### src/hdl/json_string_unescape_core_macros.svh
// assertion macros for the json string unescape core
// clk and rst_n are taken from the module that uses them
`ifndef JSON_STRING_UNESCAPE_CORE_MACROS_SVH
`define JSON_STRING_UNESCAPE_CORE_MACROS_SVH

`ifndef NO_ASSERTIONS

// property checked at every clock edge outside reset
`define JSU_ASSERT(label, prop) \
    label: assert property (@(posedge clk) disable iff (!rst_n) prop) \
        else $error("jsu assertion failed");

// consequence checked in the cycle after the trigger
`define JSU_ASSERT_NEXT(label, trig, cons) \
    label: assert property (@(posedge clk) disable iff (!rst_n) (trig) |=> (cons)) \
        else $error("jsu assertion failed");

`else

`define JSU_ASSERT(label, prop)
`define JSU_ASSERT_NEXT(label, trig, cons)

`endif

`endif

### src/hdl/jsu_pkg.sv
package jsu_pkg;

    // results one input byte can cause, and the width of a count of them
    localparam int MAX_RESULTS = 4;
    localparam int COUNT_W     = 3;

    // status codes carried by the final result of a string
    localparam logic [1:0] STATUS_CONT     = 2'd0;
    localparam logic [1:0] STATUS_CLOSED   = 2'd1;
    localparam logic [1:0] STATUS_UNCLOSED = 2'd2;
    localparam logic [1:0] STATUS_NOT_STR  = 2'd3;

    // decoder mode
    typedef enum logic [1:0] {
        MODE_IDLE,
        MODE_BODY,
        MODE_ESC,
        MODE_HEX
    } mode_t;

    typedef struct packed {
        logic [7:0] in_byte;
        logic       final_req;
    } in_item_t;

    typedef struct packed {
        logic [7:0] out_byte;
        logic       byte_valid;
        logic       last;
        logic [1:0] status;
    } out_item_t;

    // all results of one input byte, in order from index 0
    typedef struct packed {
        out_item_t [MAX_RESULTS-1:0] item;
        logic [COUNT_W-1:0]          count;
    } batch_t;

endpackage

### src/hdl/jsu_stream_if.sv
interface jsu_stream_if #(
    parameter type data_t = logic
);
    logic  valid;
    logic  ready;
    data_t data;

    modport source (output valid, output data, input ready);
    modport sink (input valid, input data, output ready);
endinterface

### src/hdl/jsu_decoder.sv
module jsu_decoder (
    input  logic              clk,
    input  logic              rst_n,
    input  logic              take,
    input  jsu_pkg::in_item_t item,
    output jsu_pkg::batch_t   batch
);
    import jsu_pkg::*;

    localparam logic [7:0] CH_QUOTE  = 8'h22;
    localparam logic [7:0] CH_BSLASH = 8'h5C;
    localparam logic [7:0] CH_U      = 8'h75;
    localparam logic [7:0] CH_B      = 8'h62;
    localparam logic [7:0] CH_F      = 8'h66;
    localparam logic [7:0] CH_N      = 8'h6E;
    localparam logic [7:0] CH_R      = 8'h72;
    localparam logic [7:0] CH_T      = 8'h74;

    localparam logic [7:0]  UTF8_LEAD2 = 8'hC0;
    localparam logic [7:0]  UTF8_LEAD3 = 8'hE0;
    localparam logic [7:0]  UTF8_CONT  = 8'h80;
    localparam logic [7:0]  UTF8_MASK  = 8'h3F;
    localparam logic [15:0] CP_ONE_MAX = 16'h0080;
    localparam logic [15:0] CP_TWO_MAX = 16'h0800;

    // text decoded again when the input ends inside the hex digits
    typedef struct packed {
        logic [2:0][7:0] dec;
        logic [1:0]      k;
        logic            closed;
    } replay_t;

    function automatic logic [3:0] hex_value(input logic [7:0] c);
        logic [3:0] v;
        v = 4'd0;
        if (c >= 8'h30 && c <= 8'h39) v = 4'(c - 8'h30);
        else if (c >= 8'h61 && c <= 8'h66) v = 4'(c - 8'h57);
        else if (c >= 8'h41 && c <= 8'h46) v = 4'(c - 8'h37);
        return v;
    endfunction

    function automatic logic [7:0] escape_byte(input logic [7:0] c);
        logic [7:0] r;
        case (c)
            CH_B:    r = 8'h08;
            CH_F:    r = 8'h0C;
            CH_N:    r = 8'h0A;
            CH_R:    r = 8'h0D;
            CH_T:    r = 8'h09;
            default: r = c;
        endcase
        return r;
    endfunction

    function automatic out_item_t make_item(input logic [7:0] b, input logic v,
                                            input logic l, input logic [1:0] s);
        out_item_t r;
        r.out_byte   = b;
        r.byte_valid = v;
        r.last       = l;
        r.status     = s;
        return r;
    endfunction

    // at most three bytes, so at most three dependent steps
    function automatic replay_t replay(input logic [7:0] h0, input logic [7:0] h1,
                                       input logic [7:0] lb, input logic [1:0] cnt);
        replay_t         r;
        logic [2:0][7:0] src;
        logic [2:0]      i;
        logic [2:0]      m;
        logic            done;
        logic [7:0]      c;
        logic [7:0]      e;
        r      = '0;
        src[0] = (cnt == 2'd0) ? lb : h0;
        src[1] = (cnt == 2'd1) ? lb : h1;
        src[2] = lb;
        m      = {1'b0, cnt} + 3'd1;
        i      = 3'd0;
        done   = 1'b0;
        for (int s = 0; s < 3; s++) begin
            if (!done && i < m) begin
                c = src[i[1:0]];
                if (c == CH_QUOTE) begin
                    r.closed = 1'b1;
                    done     = 1'b1;
                end else if (c == CH_BSLASH && (i + 3'd1) < m) begin
                    e = src[i[1:0] + 2'd1];
                    if (e != CH_U) begin
                        r.dec[r.k] = escape_byte(e);
                        r.k        = r.k + 2'd1;
                    end
                    i = i + 3'd2;
                end else begin
                    r.dec[r.k] = c;
                    r.k        = r.k + 2'd1;
                    i          = i + 3'd1;
                end
            end
        end
        return r;
    endfunction

    mode_t           mode_reg, mode_next;
    logic [1:0]      hex_count_reg, hex_count_next;
    logic [11:0]     code_point_reg, code_point_next;
    logic [1:0][7:0] held_reg, held_next;

    logic [7:0]      c;
    logic            fin;
    replay_t         rp;
    logic [15:0]     cp_full;
    logic [2:0][7:0] enc;
    logic [1:0]      enc_k;

    assign c       = item.in_byte;
    assign fin     = item.final_req;
    assign rp      = replay(held_reg[0], held_reg[1], c, hex_count_reg);
    assign cp_full = {code_point_reg, hex_value(c)};

    // utf-8 encoding of the completed code point
    always_comb
    begin
        enc = '0;
        if (cp_full < CP_ONE_MAX) begin
            enc[0] = cp_full[7:0];
            enc_k  = 2'd1;
        end else if (cp_full < CP_TWO_MAX) begin
            enc[0] = UTF8_LEAD2 | {3'b000, cp_full[10:6]};
            enc[1] = UTF8_CONT | ({2'b00, cp_full[5:0]} & UTF8_MASK);
            enc_k  = 2'd2;
        end else begin
            enc[0] = UTF8_LEAD3 | {4'b0000, cp_full[15:12]};
            enc[1] = UTF8_CONT | ({2'b00, cp_full[11:6]} & UTF8_MASK);
            enc[2] = UTF8_CONT | ({2'b00, cp_full[5:0]} & UTF8_MASK);
            enc_k  = 2'd3;
        end
    end

    // next state
    always_comb
    begin
        mode_next       = mode_reg;
        hex_count_next  = hex_count_reg;
        code_point_next = code_point_reg;
        held_next       = held_reg;
        case (mode_reg)
            MODE_IDLE:
            begin
                mode_next = (c == CH_QUOTE && !fin) ? MODE_BODY : MODE_IDLE;
            end
            MODE_BODY:
            begin
                if (c == CH_QUOTE) mode_next = MODE_IDLE;
                else if (c == CH_BSLASH && !fin) mode_next = MODE_ESC;
                else if (fin) mode_next = MODE_IDLE;
            end
            MODE_ESC:
            begin
                if (c == CH_U) begin
                    mode_next       = fin ? MODE_IDLE : MODE_HEX;
                    hex_count_next  = 2'd0;
                    code_point_next = '0;
                end else begin
                    mode_next = fin ? MODE_IDLE : MODE_BODY;
                end
            end
            MODE_HEX:
            begin
                if (hex_count_reg != 2'd3 && !fin) begin
                    if (hex_count_reg != 2'd2) held_next[hex_count_reg[0]] = c;
                    code_point_next = {code_point_reg[7:0], hex_value(c)};
                    hex_count_next  = hex_count_reg + 2'd1;
                end else if (hex_count_reg != 2'd3) begin
                    mode_next = MODE_IDLE;
                end else begin
                    hex_count_next  = 2'd0;
                    code_point_next = '0;
                    mode_next       = fin ? MODE_IDLE : MODE_BODY;
                end
            end
            default:
            begin
                mode_next = MODE_IDLE;
            end
        endcase
    end

    // results of the current byte
    always_comb
    begin
        batch = '0;
        case (mode_reg)
            MODE_IDLE:
            begin
                if (c != CH_QUOTE) begin
                    batch.item[0] = make_item(8'h00, 1'b0, 1'b1, STATUS_NOT_STR);
                    batch.count   = COUNT_W'(1);
                end else if (fin) begin
                    batch.item[0] = make_item(8'h00, 1'b0, 1'b1, STATUS_UNCLOSED);
                    batch.count   = COUNT_W'(1);
                end
            end
            MODE_BODY:
            begin
                if (c == CH_QUOTE) begin
                    batch.item[0] = make_item(8'h00, 1'b0, 1'b1, STATUS_CLOSED);
                    batch.count   = COUNT_W'(1);
                end else if (!(c == CH_BSLASH && !fin)) begin
                    batch.item[0] = make_item(c, 1'b1, fin,
                                              fin ? STATUS_UNCLOSED : STATUS_CONT);
                    batch.count   = COUNT_W'(1);
                end
            end
            MODE_ESC:
            begin
                if (c == CH_U) begin
                    if (fin) begin
                        batch.item[0] = make_item(8'h00, 1'b0, 1'b1, STATUS_UNCLOSED);
                        batch.count   = COUNT_W'(1);
                    end
                end else begin
                    batch.item[0] = make_item(escape_byte(c), 1'b1, fin,
                                              fin ? STATUS_UNCLOSED : STATUS_CONT);
                    batch.count   = COUNT_W'(1);
                end
            end
            MODE_HEX:
            begin
                if (hex_count_reg != 2'd3 && fin) begin
                    // input ended inside the digits: decode them as text
                    for (int j = 0; j < 3; j++) begin
                        if (j < int'(rp.k)) begin
                            batch.item[j] = make_item(rp.dec[j], 1'b1,
                                !rp.closed && j == int'(rp.k) - 1,
                                (!rp.closed && j == int'(rp.k) - 1) ?
                                    STATUS_UNCLOSED : STATUS_CONT);
                        end
                    end
                    if (rp.closed) begin
                        batch.item[rp.k] = make_item(8'h00, 1'b0, 1'b1, STATUS_CLOSED);
                        batch.count      = {1'b0, rp.k} + COUNT_W'(1);
                    end else if (rp.k == 2'd0) begin
                        batch.item[0] = make_item(8'h00, 1'b0, 1'b1, STATUS_UNCLOSED);
                        batch.count   = COUNT_W'(1);
                    end else begin
                        batch.count = {1'b0, rp.k};
                    end
                end else if (hex_count_reg == 2'd3) begin
                    // fourth digit: emit the utf-8 bytes
                    for (int j = 0; j < 3; j++) begin
                        if (j < int'(enc_k)) begin
                            batch.item[j] = make_item(enc[j], 1'b1,
                                fin && j == int'(enc_k) - 1,
                                (fin && j == int'(enc_k) - 1) ?
                                    STATUS_UNCLOSED : STATUS_CONT);
                        end
                    end
                    batch.count = {1'b0, enc_k};
                end
            end
            default:
            begin
                batch = '0;
            end
        endcase
    end

    // control state
    always_ff @(posedge clk or negedge rst_n)
    begin
        if (!rst_n) begin
            mode_reg       <= MODE_IDLE;
            hex_count_reg  <= 2'd0;
            code_point_reg <= '0;
        end else if (take) begin
            mode_reg       <= mode_next;
            hex_count_reg  <= hex_count_next;
            code_point_reg <= code_point_next;
        end
    end

    // held digit bytes
    always_ff @(posedge clk)
    begin
        if (take) begin
            held_reg <= held_next;
        end
    end

endmodule

### src/hdl/json_string_unescape_core.sv
// the first result of an accepted byte appears in the cycle after it is taken
// throughput: one byte per cycle while each byte gives at most one result and the
// receiver is ready; a byte that gives more results holds the input while the
// result queue drains one result per cycle, when decoded.ready is high
// reset: rst_n clears mode, digit count, code point and the result queue
`include "json_string_unescape_core_macros.svh"

module json_string_unescape_core (
    input  logic clk,
    input  logic rst_n,
    jsu_stream_if.sink   text,
    jsu_stream_if.source decoded
);
    import jsu_pkg::*;

    out_item_t [MAX_RESULTS-1:0] item_reg, item_next;
    logic [COUNT_W-1:0]          cnt_reg, cnt_next;
    batch_t                      batch;
    logic                        take;
    logic                        give;

    // input transaction when the queue is empty or empties this cycle
    assign text.ready    = (cnt_reg == '0) || (cnt_reg == COUNT_W'(1) && decoded.ready);
    assign take          = text.valid && text.ready;
    assign decoded.valid = (cnt_reg != '0);
    assign decoded.data  = item_reg[0];
    assign give          = decoded.valid && decoded.ready;

    jsu_decoder u_decoder (
        .clk   (clk),
        .rst_n (rst_n),
        .take  (take),
        .item  (text.data),
        .batch (batch)
    );

    // result queue: load a new batch or shift out the head
    always_comb
    begin
        item_next = item_reg;
        cnt_next  = cnt_reg;
        if (take) begin
            item_next = batch.item;
            cnt_next  = batch.count;
        end else if (give) begin
            for (int j = 0; j < MAX_RESULTS - 1; j++) begin
                item_next[j] = item_reg[j + 1];
            end
            cnt_next = cnt_reg - COUNT_W'(1);
        end
    end

    always_ff @(posedge clk or negedge rst_n)
    begin
        if (!rst_n) begin
            cnt_reg <= '0;
        end else begin
            cnt_reg <= cnt_next;
        end
    end

    always_ff @(posedge clk)
    begin
        item_reg <= item_next;
    end

    // checks
    `JSU_ASSERT_NEXT(a_load_count, take, cnt_reg == $past(batch.count))
    `JSU_ASSERT(a_last_is_tail, (decoded.valid && decoded.data.last) |-> (cnt_reg == COUNT_W'(1)))
    `JSU_ASSERT(a_status_on_last, decoded.valid |-> ((decoded.data.status != STATUS_CONT) == decoded.data.last))
    `JSU_ASSERT(a_empty_byte_zero, (decoded.valid && !decoded.data.byte_valid) |-> (decoded.data.out_byte == 8'h00))

endmodule

### src/flat_wrapper.sv
// flat-port wrapper written by rule: the top's interface ports become plain ports
module json_string_unescape_core_flat import jsu_pkg::*;
  (clk, rst_n, text_valid, text_data, text_ready, decoded_valid, decoded_data, decoded_ready);
  jsu_stream_if #(.data_t(in_item_t)) text_i ();
  jsu_stream_if #(.data_t(out_item_t)) decoded_i ();
  input  logic clk;
  input  logic rst_n;
  input wire logic [$bits(text_i.valid)-1:0] text_valid;
  input wire logic [$bits(text_i.data)-1:0] text_data;
  output wire logic [$bits(text_i.ready)-1:0] text_ready;
  output wire logic [$bits(decoded_i.valid)-1:0] decoded_valid;
  output wire logic [$bits(decoded_i.data)-1:0] decoded_data;
  input wire logic [$bits(decoded_i.ready)-1:0] decoded_ready;
  assign text_i.valid = text_valid;
  assign text_i.data = text_data;
  assign text_ready = text_i.ready;
  assign decoded_valid = decoded_i.valid;
  assign decoded_data = decoded_i.data;
  assign decoded_i.ready = decoded_ready;
  json_string_unescape_core u_core (.clk(clk), .rst_n(rst_n), .text(text_i), .decoded(decoded_i));
endmodule
### config.mk
export PLATFORM = sky130hd
export DESIGN_NAME = json_string_unescape_core_flat
export DESIGN_NICKNAME = d
export VERILOG_FILES = /design/src/hdl/jsu_pkg.sv /design/src/hdl/jsu_stream_if.sv /design/src/hdl/jsu_decoder.sv /design/src/hdl/json_string_unescape_core.sv /design/src/flat_wrapper.sv
export VERILOG_INCLUDE_DIRS = /design/src /design/src/hdl
export SDC_FILE = /design/constraint.sdc
export NUM_CORES = 1
export LEC_CHECK = 0
export ABC_AREA = 1
export BUFFER_PORTS_ARGS = -buffer_cell sky130_fd_sc_hd__buf_4
export CAP_MARGIN = 20
export CORE_MARGIN = 3
export CORE_UTILIZATION = 45
export DETAILED_ROUTE_END_ITERATION = 8
export SYNTH_ARGS = -nofsm -noshare
export SYNTH_HDL_FRONTEND = slang
export SYNTH_SLANG_ARGS = --single-unit
### constraint.sdc
create_clock -name clk -period 15.6 [get_ports clk]
set_input_delay 0.78 -clock clk [delete_from_list [all_inputs] [get_ports clk]]
set_output_delay 0.78 -clock clk [all_outputs]
set_load 0.005 [all_outputs]
==> impl_results.md <==
- Slowest stage delay, CP: around 0.5 ns
- Worst slew pin tran: 0.9939 ns
- Clk_skew: 0.01368 ns
- Tmin final: 8.443 ns
- CTS tree: built
- Antenna violations before repair: 0
- Most common cell on crit path: nand2_1
- Via count: 8710
- Fillers: 1806
- Syn_nets: 1301
- Nets: roughly 1300
- Number of CTS-inserted buffers: 9
- F_max: between 100 and 150 MHz
- Required time at the worst-slack endpoint: 15.70 ns
- Vias in the first global route: 7767
- Final Hold Vio Count: 0
- GRT Total Usage: 0.2977
- Die Span Y: 138.8 um
- Type of the tightest min-delay check: input port to async pin
- Register area share after synthesis: 0.2604
- Root Buffer: clkbuf_16
- Worst R2R Start: u_core.u_decoder.hex_count_reg[0]
- Fin Setup TNS: 0 ns
- R2R Path End: u_core.decoded.data[5]
- Yosys reg bits: between 70 and 80
- Antenna cells: 0
- Clock power share: 0.302
- R2r worst-path depth: between 40 and 50
- Worst path slowest cell: ha_1
- Period utilisation layout: 0.5412
- Status: complete, no violations
- WS Path Type: flop to flop
- Critical path startpoint: u_core.u_decoder.hex_count_reg[0]
- Register share of total power: 0.382
- Crit end category: flop
- EDFF count, synth: 53
- Global-route wire length before repair: 44.95 mm
- Slew HR: 0.3304
- Reg2Reg Setup Slack: about 7.2 ns
- Routed Wire Length: 29.67 mm
- GPL Wtd Cong: around 1.1
- Die Area: 19270 um2
- Share of layout cells above drive strength 1: 0.1121
- Final Slew Violations: 0
- Antenna violation net count after detailed routing: 0
- Crit path to: u_core.decoded.data[5]
- Area growth, synth to finish: 7.393%
- Row count: 47
- Final number of setup-violating endpoints: 0
- Grt total ovfl: 0
- I/O Pins: 27
- Comb power frac: 0.316
- Cells resized by post-CTS repair: 0
- Clock buffer depth: 2
- Primary FF master, synth: edfxtp_1
- Post-CTS setup buffers: 0
- Net Sw Frac: 0.3578
- Yosys cell types: 58
- VDD IR max: 0.07940 mV
- Fraction of registers with async set/reset: 0.2639
- Cell Area, Synth: 7938 um2
- Initial DRC count: 1240
- CTS hold repair buffers: 0
- DRT Pass-1 Iters: 8
- Initial core utilization: 0.4687
- Core area: between 15000 and 20000 um2
- RSZ-0062 raised after global routing: false
- DR DRC count: 0
- Post-DP HPWL: 23.15 mm
- H-Tree Depth: 3
- Worst Path Max Fanout: 21
- Synth warn: 0
- Max cap viols: 0
- Max FFs per register: 25
- Die width: about 140 um
- Drt wl/cell: 19.95 um
- Mapped Avg Cell Area: around 6.3 um2
- Port-buffer cells: 26
- CTS clk-pin slew, worst paths: 0.07 ns
- DR vias/cell: 5.857
- CP arrival: 8.54 ns
- Pleak: just over 4 nW
- Power Dens Cells: 79.91 nW/um2
- Switching Power: 0.2437 mW
- Element type at the critical path start: flop
- Largest net degree at the start of global routing: 36
- Synthesized instance count: about 1300
- Pint: 0.4374 mW
- Total power: 0.6812 mW
- Clock Sinks: 72
- Worst-skew pair later-pin latency: 0.35 ns
-- placed cells by master, fill, tap and decap left out, types with 3 or more instances in the layout --
cell / count
o221ai_1: 5
nand3b_1: 3
o22ai_1: 25
nand4_1: 19
a21oi_1: 48
ha_1: 33
inv_1: 132
nand2_1: 406
o21ai_1: 29
nand3_4: 4
nor3_1: 23
a22oi_1: 7
nor2_2: 16
edfxtp_1: 53
nand2_2: 18
clkbuf_16: 10
o21ai_0: 61
dfrtp_1: 19
nor2_1: 111
o211ai_1: 16
nor2_4: 5
nand2_4: 5
inv_2: 20
a31oi_1: 8
buf_4: 38
nand3_1: 95
nand3_2: 7
nor4_1: 8
inv_4: 3
-- how the worst min path moves through the flow --
stage                              startpoint                                  to  slack [ns]  depth (start not counted)
after floorplan                         rst_n                   u_core.cnt_reg[0]        0.48                          0
after global placement    u_core.item_reg[32]                 u_core.item_reg[20]        0.50                          2
after detailed placement  u_core.item_reg[27]                 u_core.item_reg[15]        0.50                          2
after CTS                               rst_n                   u_core.cnt_reg[2]        0.30                          1
after global routing                    rst_n                   u_core.cnt_reg[2]        0.31                          1
final                                   rst_n  u_core.u_decoder.code_point_reg[2]        0.30                          1
-- stage by stage --
stage          cell area, um2  hold WS (ns)  instances  worst slack (ns)    util
6_report                 8524        0.2988       1487             7.157  0.5033
5_1_grt                  8524        0.3111       1487             6.399  0.5033
4_1_cts                  8524        0.3028       1487             7.364  0.5033
3_5_place_dp             8233        0.5028       1471             7.413  0.4861
3_3_place_gp             8233        0.4997       1471             7.608  0.4861
2_1_floorplan            7938        0.4844       1255             9.232       -
-- Yosys cell counts (all sizes together), types with 2 or more instances --
cell	n	area (um2)
a22oi	7	52.55
a31oi	8	50.05
o21a	2	15.01
o21ai	91	459.2
a32oi	2	17.52
xor2	2	17.52
nand3	106	615.6
o31ai	2	15.01
a21oi	50	265.3
nand4	20	131.4
buf	31	230.2
o22ai	25	156.4
inv	154	583.1
or2	4	25.03
edfxtp	53	1592
nor2	133	593.1
clkbuf	11	41.29
ha	33	412.9
a21boi	2	15.01
o211ai	16	120.1
dfrtp	19	475.5
nand2	429	1693
clkinv	3	12.51
a32o	2	20.02
nor3	24	125.1
nor4	8	50.05
nand3b	4	33.78
o32ai	2	17.52
o221ai	5	43.79
-- worst max-delay path, delay by kind of cell (launching register included) --
kind,cells,cell delay (ns)
simple gates,26,3.94
fa+ha+maj,5,1.82
buf+inv,9,1.55
flops,1,0.48
xor+xnor,1,0.22
compound gates,1,0.13
-- layer usage --
metal  up-vias  track usage  wire [um]  share of wire
met5         -            0          0              0
met4         0      0.07518        685          0.023
met3        59      0.07034       3231           0.11
met2       465       0.4400      12460           0.42
met1      4009       0.4379      13300           0.45
li1       4177            -          -              -
-- layout make-up --
class,instances,area (um2),share of cell area
clock inverters,5,37.54,0.004403
multi-input cells,984,5010,0.5877
repair buffers,38,285.3,0.03347
well taps,220,275.3,0.03229
clock buffers,11,254.0,0.02980
flip-flops and latches,72,2067,0.2425
inverters,157,595.6,0.06987
-- power by group through the flow --
stage	registers (mW)	clock network, mW	logic, mW
final	0.260	0.206	0.215
after global routing	0.264	0.218	0.238
after CTS	0.261	0.209	0.212
after detailed placement	0.264	0	0.211
after global placement	0.263	0	0.213
after floorplan	0.261	0	0.150
-- logic make-up after synthesis --
kind of cell,count (synthesis),synth area share
simple gates,729,0.4124
compound gates,218,0.1613
buf+inv,199,0.1092
flops,72,0.2604
fa+ha+maj,33,0.05202
xor+xnor,3,0.003311
mux,1,0.001419
No activity file was read; power rests on OpenSTA's default activity.
